===== config.mk =====
export PLATFORM = sky130hd
export DESIGN_NAME = wheel_turn_sequencer
export DESIGN_NICKNAME = d
export VERILOG_FILES = /design/src/wts_pkg.sv /design/src/wheel_turn_sequencer.sv
export SDC_FILE = /design/constraint.sdc
export NUM_CORES = 1
export LEC_CHECK = 0
export BUFFER_PORTS_ARGS = -buffer_cell sky130_fd_sc_hd__buf_2
export CAP_MARGIN = 20
export CORE_ASPECT_RATIO = 0.75
export CORE_UTILIZATION = 39
export DETAILED_ROUTE_END_ITERATION = 6
export GPL_ROUTABILITY_DRIVEN = 0
export GPL_TIMING_DRIVEN = 0
export SKIP_CTS_REPAIR_TIMING = 1
export SLEW_MARGIN = 20
export SYNTH_ARGS = -nofsm -noshare
export SYNTH_HDL_FRONTEND = slang
export SYNTH_SLANG_ARGS = --single-unit
export TNS_END_PERCENT = 50

===== constraint.sdc =====
create_clock -name clk -period 7.85 [get_ports clk]
set_input_delay 0 -clock clk [delete_from_list [all_inputs] [get_ports clk]]
set_output_delay 0 -clock clk [all_outputs]
set_load 0.03 [all_outputs]

===== src/wts_pkg.sv =====
// shared types and constants for the wheel turn sequencer
package wts_pkg;

  // travel counts and bases wrap at this width
  localparam int TRAVEL_W = 32;
  // width used for exact compares of travel against base +/- amount
  localparam int CMP_W    = TRAVEL_W + 2;

  // field widths
  localparam int ANGLE_W  = 32;
  localparam int AMOUNT_W = 16;
  localparam int SPEED_W  = 7;
  localparam int DRIVE_W  = 8;

  // configuration port
  localparam int CFG_IDX_W  = 2;
  localparam int CFG_DATA_W = 16;

  // highest drive magnitude
  localparam logic [SPEED_W-1:0] SPEED_MAX = 7'd100;

  // register indexes
  typedef enum logic [CFG_IDX_W-1:0] {
    REG_TURN_KIND      = 2'd0,
    REG_TURN_DIRECTION = 2'd1,
    REG_TURN_AMOUNT    = 2'd2,
    REG_DRIVE_SPEED    = 2'd3
  } reg_index_t;

  // turn kinds
  typedef enum logic {
    KIND_SPIN  = 1'b0,
    KIND_PIVOT = 1'b1
  } turn_kind_t;

  // turn directions
  typedef enum logic {
    DIR_RIGHT = 1'b0,
    DIR_LEFT  = 1'b1
  } turn_dir_t;

  // result beat fields
  typedef struct packed {
    logic                      turn_done;
    logic signed [DRIVE_W-1:0] right_drive;
    logic signed [DRIVE_W-1:0] left_drive;
  } result_t;

endpackage


===== src/wheel_turn_sequencer.sv =====
// wheel turn sequencer top level: odometry, turn base latch, drive and done logic
// an input beat passes two registers on its way to its result beat: input register, result register
// throughput: one beat per cycle; while a result waits one more input beat is held, then stall
// the odometry state is updated at the cycle an item moves from input to result register
// reset (rst, synchronous): configuration registers zero, travel counts zero, turn not armed, no beats held
// configuration writes take effect at the clock edge of the write
module wheel_turn_sequencer #(
  parameter int ANGLE_BITS = 32
) (
  input  logic        clk,
  input  logic        rst,
  // configuration write port
  input  logic        cfg_we,
  input  logic [wts_pkg::CFG_IDX_W-1:0]  cfg_index,
  input  logic [wts_pkg::CFG_DATA_W-1:0] cfg_data,
  // input stream
  input  logic        s_tvalid,
  output logic        s_tready,
  input  logic [63:0] s_tdata,   // left_angle [31:0], right_angle [63:32]
  // result stream
  output logic        m_tvalid,
  input  logic        m_tready,
  output logic [23:0] m_tdata    // left_drive [7:0], right_drive [15:8], turn_done [16], zero
);

  localparam int TW = wts_pkg::TRAVEL_W;
  localparam int CW = wts_pkg::CMP_W;

  // configuration registers
  logic                          turn_kind;
  logic                          turn_direction;
  logic [wts_pkg::AMOUNT_W-1:0]  turn_amount;
  logic [wts_pkg::SPEED_W-1:0]   drive_speed;

  // input register
  logic                          in_valid;
  logic [wts_pkg::ANGLE_W-1:0]   in_left;
  logic [wts_pkg::ANGLE_W-1:0]   in_right;

  // odometry state
  logic [ANGLE_BITS-1:0]         prev_left;
  logic [ANGLE_BITS-1:0]         prev_right;
  logic [TW-1:0]                 left_travel;
  logic [TW-1:0]                 right_travel;
  logic [TW-1:0]                 left_base;
  logic [TW-1:0]                 right_base;
  logic                          armed;

  // result register
  logic                          out_valid;
  wts_pkg::result_t              result;

  // datapath
  logic                          step;
  logic [ANGLE_BITS-1:0]         cur_left;
  logic [ANGLE_BITS-1:0]         cur_right;
  logic signed [ANGLE_BITS-1:0]  left_delta;
  logic signed [ANGLE_BITS-1:0]  right_delta;
  logic [TW-1:0]                 left_travel_next;
  logic [TW-1:0]                 right_travel_next;
  logic [TW-1:0]                 left_base_next;
  logic [TW-1:0]                 right_base_next;
  logic signed [CW-1:0]          lt;
  logic signed [CW-1:0]          rt;
  logic signed [CW-1:0]          lb;
  logic signed [CW-1:0]          rb;
  logic signed [CW-1:0]          thr;
  logic                          l_past_fwd;
  logic                          l_past_back;
  logic                          r_past_fwd;
  logic                          r_past_back;
  logic [wts_pkg::SPEED_W-1:0]   speed;
  logic signed [wts_pkg::DRIVE_W-1:0] speed_pos;
  logic signed [wts_pkg::DRIVE_W-1:0] speed_neg;
  wts_pkg::result_t              result_next;

  // handshake: result register frees when empty or taken, input register refills behind it
  assign step     = in_valid && (!out_valid || m_tready);
  assign s_tready = !in_valid || step;
  assign m_tvalid = out_valid;
  assign m_tdata  = {7'd0, result};

  // configuration writes
  always_ff @(posedge clk) begin
    if (rst) begin
      turn_kind      <= 1'b0;
      turn_direction <= 1'b0;
      turn_amount    <= '0;
      drive_speed    <= '0;
    end else if (cfg_we) begin
      unique case (wts_pkg::reg_index_t'(cfg_index))
        wts_pkg::REG_TURN_KIND:      turn_kind      <= cfg_data[0];
        wts_pkg::REG_TURN_DIRECTION: turn_direction <= cfg_data[0];
        wts_pkg::REG_TURN_AMOUNT:    turn_amount    <= cfg_data[wts_pkg::AMOUNT_W-1:0];
        wts_pkg::REG_DRIVE_SPEED:    drive_speed    <= cfg_data[wts_pkg::SPEED_W-1:0];
        default: ;
      endcase
    end
  end

  // input register
  always_ff @(posedge clk) begin
    if (rst) begin
      in_valid <= 1'b0;
    end else if (s_tready) begin
      in_valid <= s_tvalid;
    end
  end

  always_ff @(posedge clk) begin
    if (s_tvalid && s_tready) begin
      in_left  <= s_tdata[31:0];
      in_right <= s_tdata[63:32];
    end
  end

  // per-tick change, modulo the angle width, folded into the wrapping travel counts
  always_comb begin
    cur_left          = in_left[ANGLE_BITS-1:0];
    cur_right         = in_right[ANGLE_BITS-1:0];
    left_delta        = cur_left - prev_left;
    right_delta       = cur_right - prev_right;
    left_travel_next  = left_travel + TW'(left_delta);
    right_travel_next = right_travel + TW'(right_delta);
    left_base_next    = armed ? left_base  : left_travel_next;
    right_base_next   = armed ? right_base : right_travel_next;
  end

  // exact signed compares against base +/- amount
  always_comb begin
    lt  = CW'(signed'(left_travel_next));
    rt  = CW'(signed'(right_travel_next));
    lb  = CW'(signed'(left_base_next));
    rb  = CW'(signed'(right_base_next));
    thr = signed'({{(CW-wts_pkg::AMOUNT_W){1'b0}}, turn_amount});
    l_past_fwd  = lt > (lb + thr);
    l_past_back = lt < (lb - thr);
    r_past_fwd  = rt > (rb + thr);
    r_past_back = rt < (rb - thr);
  end

  // drive commands and done
  always_comb begin
    speed     = (drive_speed > wts_pkg::SPEED_MAX) ? wts_pkg::SPEED_MAX : drive_speed;
    speed_pos = signed'({1'b0, speed});
    speed_neg = -speed_pos;
    result_next = '0;
    unique case ({wts_pkg::turn_kind_t'(turn_kind), wts_pkg::turn_dir_t'(turn_direction)})
      {wts_pkg::KIND_SPIN, wts_pkg::DIR_RIGHT}: begin
        result_next.left_drive  = l_past_fwd  ? '0 : speed_pos;
        result_next.right_drive = r_past_back ? '0 : speed_neg;
        result_next.turn_done   = l_past_fwd && r_past_back;
      end
      {wts_pkg::KIND_SPIN, wts_pkg::DIR_LEFT}: begin
        result_next.left_drive  = l_past_back ? '0 : speed_neg;
        result_next.right_drive = r_past_fwd  ? '0 : speed_pos;
        result_next.turn_done   = l_past_back && r_past_fwd;
      end
      {wts_pkg::KIND_PIVOT, wts_pkg::DIR_RIGHT}: begin
        result_next.left_drive  = l_past_fwd ? '0 : speed_pos;
        result_next.turn_done   = l_past_fwd;
      end
      default: begin
        result_next.right_drive = r_past_fwd ? '0 : speed_pos;
        result_next.turn_done   = r_past_fwd;
      end
    endcase
  end

  // odometry and turn state
  always_ff @(posedge clk) begin
    if (rst) begin
      prev_left    <= '0;
      prev_right   <= '0;
      left_travel  <= '0;
      right_travel <= '0;
      left_base    <= '0;
      right_base   <= '0;
      armed        <= 1'b0;
    end else if (step) begin
      prev_left    <= cur_left;
      prev_right   <= cur_right;
      left_travel  <= left_travel_next;
      right_travel <= right_travel_next;
      left_base    <= left_base_next;
      right_base   <= right_base_next;
      armed        <= !result_next.turn_done;
    end
  end

  // result register
  always_ff @(posedge clk) begin
    if (rst) begin
      out_valid <= 1'b0;
    end else if (step) begin
      out_valid <= 1'b1;
    end else if (m_tready) begin
      out_valid <= 1'b0;
    end
  end

  always_ff @(posedge clk) begin
    if (step) begin
      result <= result_next;
    end
  end

endmodule


Yosys cells after proc, flatten, opt, wreduce, memory -nomap -nowiden
Cells that the tools add are included.
{"block": "op_classes", "addsub": 9, "reduce_logical": 17, "magnitude_cmp": 5, "muxes": 12, "eq_ne": 5}
{"operator": "$add 32x17->33", "n": 2}
{"operator": "$gt 32x33->1", "n": 2}
{"operator": "$lt 32x33->1", "n": 2}
{"operator": "$sub 32x17->33", "n": 2}
{"operator": "$add 32x32->32", "n": 2}
{"operator": "$mux 32", "n": 2}
{"operator": "$sub 32x32->32", "n": 2}
{"operator": "$pmux 8 s2", "n": 2}
{"operator": "$mux 7", "n": 3}
{"operator": "$mux 8", "n": 2}
{"operator": "$neg 7->8", "n": 1}
{"operator": "$reduce_and 2->1", "n": 4}
{"operator": "$gt 7x7->1 const B", "n": 1}
{"operator": "$eq 2x2->1 const B", "n": 3}
{"operator": "$eq 2x1->1 const B", "n": 2}
{"operator": "$logic_and 1x1->1", "n": 4}
{"operator": "$logic_not 2->1", "n": 2}
{"operator": "$logic_not 1->1", "n": 3}
{"operator": "$pmux 1 s3", "n": 1}
{"operator": "$logic_or 1x1->1", "n": 2}
{"operator": "$mux 1", "n": 2}
{"operator": "$reduce_bool 2->1", "n": 1}
{"operator": "$reduce_or 2->1", "n": 1}
{"block": "word_totals", "register_bits": 301, "inputBits": 87, "output_inout_bits": 26}

Longest topological paths before layout
{"block": "depth", "ltp_word": 8, "ltp_mapped": 37, "ltp_nobuf": 36}

Worst setup path after synthesis
No wires, ideal clock.
{"block": "synth_timing", "path_type": "register to register", "from": "register armed", "to": "register result, in the netlist m_tdata[3], data pin", "t_required_ns": 7.698, "path_stages_with_launch": 30, "path_slack_ns": 0.793, "arrival_time_ns": 6.905, "period_less_slack_ns": 7.057, "n_path_buf": 7, "cell_sequence": "dfxtp_1 buf_2 inv_1 buf_2 buf_2 buf_2 buf_1 clkbuf_1 mux2_2 ha_1 nor2b_1 o2111a_1 o31a_1 o41a_1 nor3b_1 or4_4 or2_4 nor3b_2 nand4_1 xnor2_1 ha_1 and4_1 nand4_1 a2111oi_0 o311ai_0 o211a_1 nor2_1 clkbuf_1 a21oi_1 a31oi_1"}
{"item": "from (decl)", "line": "wheel_turn_sequencer.sv:47", "rtl": "logic armed;"}
{"item": "from (signal assigned)", "line": "wheel_turn_sequencer.sv:187", "rtl": "armed <= !result_next.turn_done;"}
{"item": "to (signal assigned)", "line": "wheel_turn_sequencer.sv:204", "rtl": "result <= result_next;"}
{"item": "to (decl)", "line": "wheel_turn_sequencer.sv:51", "rtl": "wts_pkg::result_t result;"}

==> flow_metrics.py <==
metrics = {
    "status": {
        "status": "finished with violations",
        "violations": "DRC",
    },
    "yosys": {
        "netlist_instances": 3056,
        "synth.avg_cell_area_um2": 7.996,
        "synth.distinct_cells": 108,
        "ys_seq_area_share_pct": 27.98,
        "synth.area.top_cells": "dfxtp_1 18%, ha_1 13%, edfxtp_1 10%",
        "syn_area_um2": 24440,
        "synth_edf_count": 81,
        "netlist.area_leader.share_pct": 18.02,
        "yosysMostFrequentCell": "nand2_1",
        "synth_commonest_cells": "451 x nand2_1, 349 x inv_1, 295 x a21oi_1",
        "yosys.area.top_type": "dfxtp_1",
        "yosysWarnings": 0,
        "ys_seq_elements": 301,
        "ys.flop_type": "dfxtp_1",
        "postSynth.asyncResetShare_pct": 0,
    },
    "sta": {
        "tns_ns": 0,
        "post-route-period-util_pct": 96.72,
        "hold_viol": 0,
        "layout_setup_ws_ns": 0.2576,
        "finalClockSkew_ns": 0.02361,
        "period_minus_slack_ns": 7.592,
        "setup_violations": 0,
        "fmax_ghz": 0.1317,
        "worst_pin_slew_ns": 1.186,
        "whs_ns": 0.1362,
        "maxSlewViolCount": 0,
        "slew_headroom_pct": 20.91,
    },
    "layout": {
        "diodes": 0,
        "syn_to_final_growth_pct": 18.35,
        "fin_util_pct": 46.66,
        "final_nets": 3726,
        "drive_above_1_share_pct": 10.68,
    },
    "power": {
        "p_comb_share_pct": 72.7,
        "power_density_nw_per_um2": 467.9,
        "p_int_uw": 6804,
        "total_power_uw": 13530,
        "power_frac_seq_pct": 13.9,
        "vdd_drop_max_uv": 220.2,
        "clkPwrFrac_pct": 13.4,
        "swShare_pct": 49.71,
        "p_switching_uw": 6726,
        "p_leak_uw": 0.01249,
    },
    "global_routing": {
        "grt_start_max_net_pins": 48,
        "grt_pass1_wl_um": 118300,
        "track_usage_pct": 23.83,
        "antenna_found_initial": 0,
        "grt_pass1_vias": 20070,
        "globalRoute.totalOverflow": 0,
    },
    "critical_path": {
        "required_ns": 8.17,
        "crit_path_top_delay_cell": "or4b_2",
        "path_max_fanout": 19,
        "arrival_ns": 7.91,
        "critPathLaunchType": "flip-flop",
        "cp-startpoint": "armed$_SDFFE_PP0P_",
        "r2r_start": "armed$_SDFFE_PP0P_",
        "max_stage_delay_ns": 0.67,
        "worstSetupEndpointType": "flip-flop",
        "path_class": "flip-flop to flip-flop",
    },
    "detailed_routing": {
        "antenna_left": 0,
        "drc": 2,
        "vias": 22140,
        "vias_per_cell": 5.330,
        "drtIter0Drc": 1902,
        "avgRoutedWirePerCell_um": 18.54,
        "firstDrtPassIters": 7,
        "routed_wl_um": 76980,
    },
    "floorplan": {
        "num_io_pins": 113,
        "fp-row-count": 79,
        "start_util_pct": 39.43,
        "fp.dieH_um": 218.8,
        "die_x_um": 291.0,
        "die-area_um2": 63670,
        "core_area_um2": 61980,
    },
    "placed_design": {
        "place_ws_ns": -2.533,
        "portBuffers": 104,
        "hpwl_um": 59150,
    },
    "clocking": {
        "clk_pin_slew_ns": 0.06,
        "cts_num_sinks": 301,
        "clk_latency_ns": 0.57,
        "cts_tree": "yes",
        "clk_path_buf_depth": 3,
        "h-tree-depth": 2,
        "root_buffer": "clkbuf_16",
        "cts_buffers": 38,
    },
    "worst_hold_path": {
        "min_path_type": "input port to flip-flop",
        "worst_hold_startpoint": "s_tdata[23]",
    },
    "job": {
        "drv_cap": 0,
    },
}
-- power by group through the flow --
stage               clock network (µW)  registers, µW  logic [µW]
floorplan                            0           1910        6710
global placement                     0           1910        8860
detailed placement                   0           1910        8880
CTS                               1850           1880        8970
global route                      1910           1900       10900
finish                            1810           1880        9840
-- state kept, by name (all words and copies together), names as in the netlist, 7 cells and up --
| register | count |
|---|---|
| right_base | 32 |
| m_tdata | 17 |
| turn_amount | 16 |
| cur_right | 32 |
| left_base | 32 |
| drive_speed | 7 |
| right_travel | 32 |
| prev_left | 32 |
| cur_left | 32 |
| left_travel | 32 |
| prev_right | 32 |
-- path summary, 6_finish.rpt --
| path | to | slack [ns] | cells after the start |
|---|---|---|---|
| max | m_tdata[13]$_DFFE_PP_ | 0.26 | 30 |
| min reg2reg | left_travel[24]$_SDFFE_PP0P_ | 0.45 | 2 |
| min | cur_left[23]$_DFFE_PP_ | 0.14 | 2 |
| max reg2reg | m_tdata[13]$_DFFE_PP_ | 0.26 | 30 |
-- worst max-delay path, delay by kind of cell (launching register included) --
family / cells / cell delay (ns)
DFF: 1 / 0.39
xor gates and xnor gates: 1 / 0.16
and+or+nand+nor: 10 / 2.21
AOI/OAI and AO/OA: 9 / 1.84
adders and majority gates: 2 / 0.59
buffers and inverters: 8 / 2.09
-- metrics by stage --
stage / cell area, µm² / instances
6_report: 28920 / 4153
5_1_grt: 28920 / 4153
4_1_cts: 27270 / 4046
3_5_place_dp: 26040 / 3977
3_3_place_gp: 25990 / 3976
2_1_floorplan: 24460 / 3062
-- metal layers --
metal  up-vias  part of all wire, %  global-route usage, %
met5         -                    0                      0
met4         0                  1.9                  5.432
met3        82                  9.4                  4.719
met2       725                   39                  32.64
met1     10380                   50                  37.34
li1      10950                    -                      -
-- cells in the final DEF, fill, tap and decap left out, types with 36 or more instances in the layout --
| cell | count |
|---|---|
| inv_1 | 349 |
| nand3_1 | 45 |
| edfxtp_1 | 81 |
| nand2_1 | 450 |
| dlygate4sd3_1 | 91 |
| ha_1 | 256 |
| a21o_1 | 77 |
| a211oi_1 | 36 |
| buf_2 | 120 |
| xnor2_1 | 103 |
| fa_1 | 66 |
| clkbuf_1 | 99 |
| clkbuf_16 | 39 |
| a21oi_1 | 288 |
| nor2_1 | 242 |
| dfxtp_1 | 220 |
| o21ai_0 | 76 |
| nand4_1 | 48 |
| nor3_1 | 71 |
| xor2_1 | 50 |
-- cell type report --
cell class                      count  area [µm²]
Sequential cell                   301        6837
Timing Repair Buffer              217        1633
Fill cell                        6177       33060
Multi-Input combinational cell   2267       16260
Tap cell                          810        1013
Clock buffer                       50        1027
Buffer                            139       626.9
Clock inverter                     19       209.0
Inverter                          350        1314
-- cell families after synthesis --
kind of cell,synth area share [%]
xor+xnor,6.093
simple gates,19.07
other cells,0.01535
flops,27.98
buf+inv,7.809
fa+ha+maj,18.67
mux,1.454
compound gates,18.91
(Power assumes the default switching activity.)
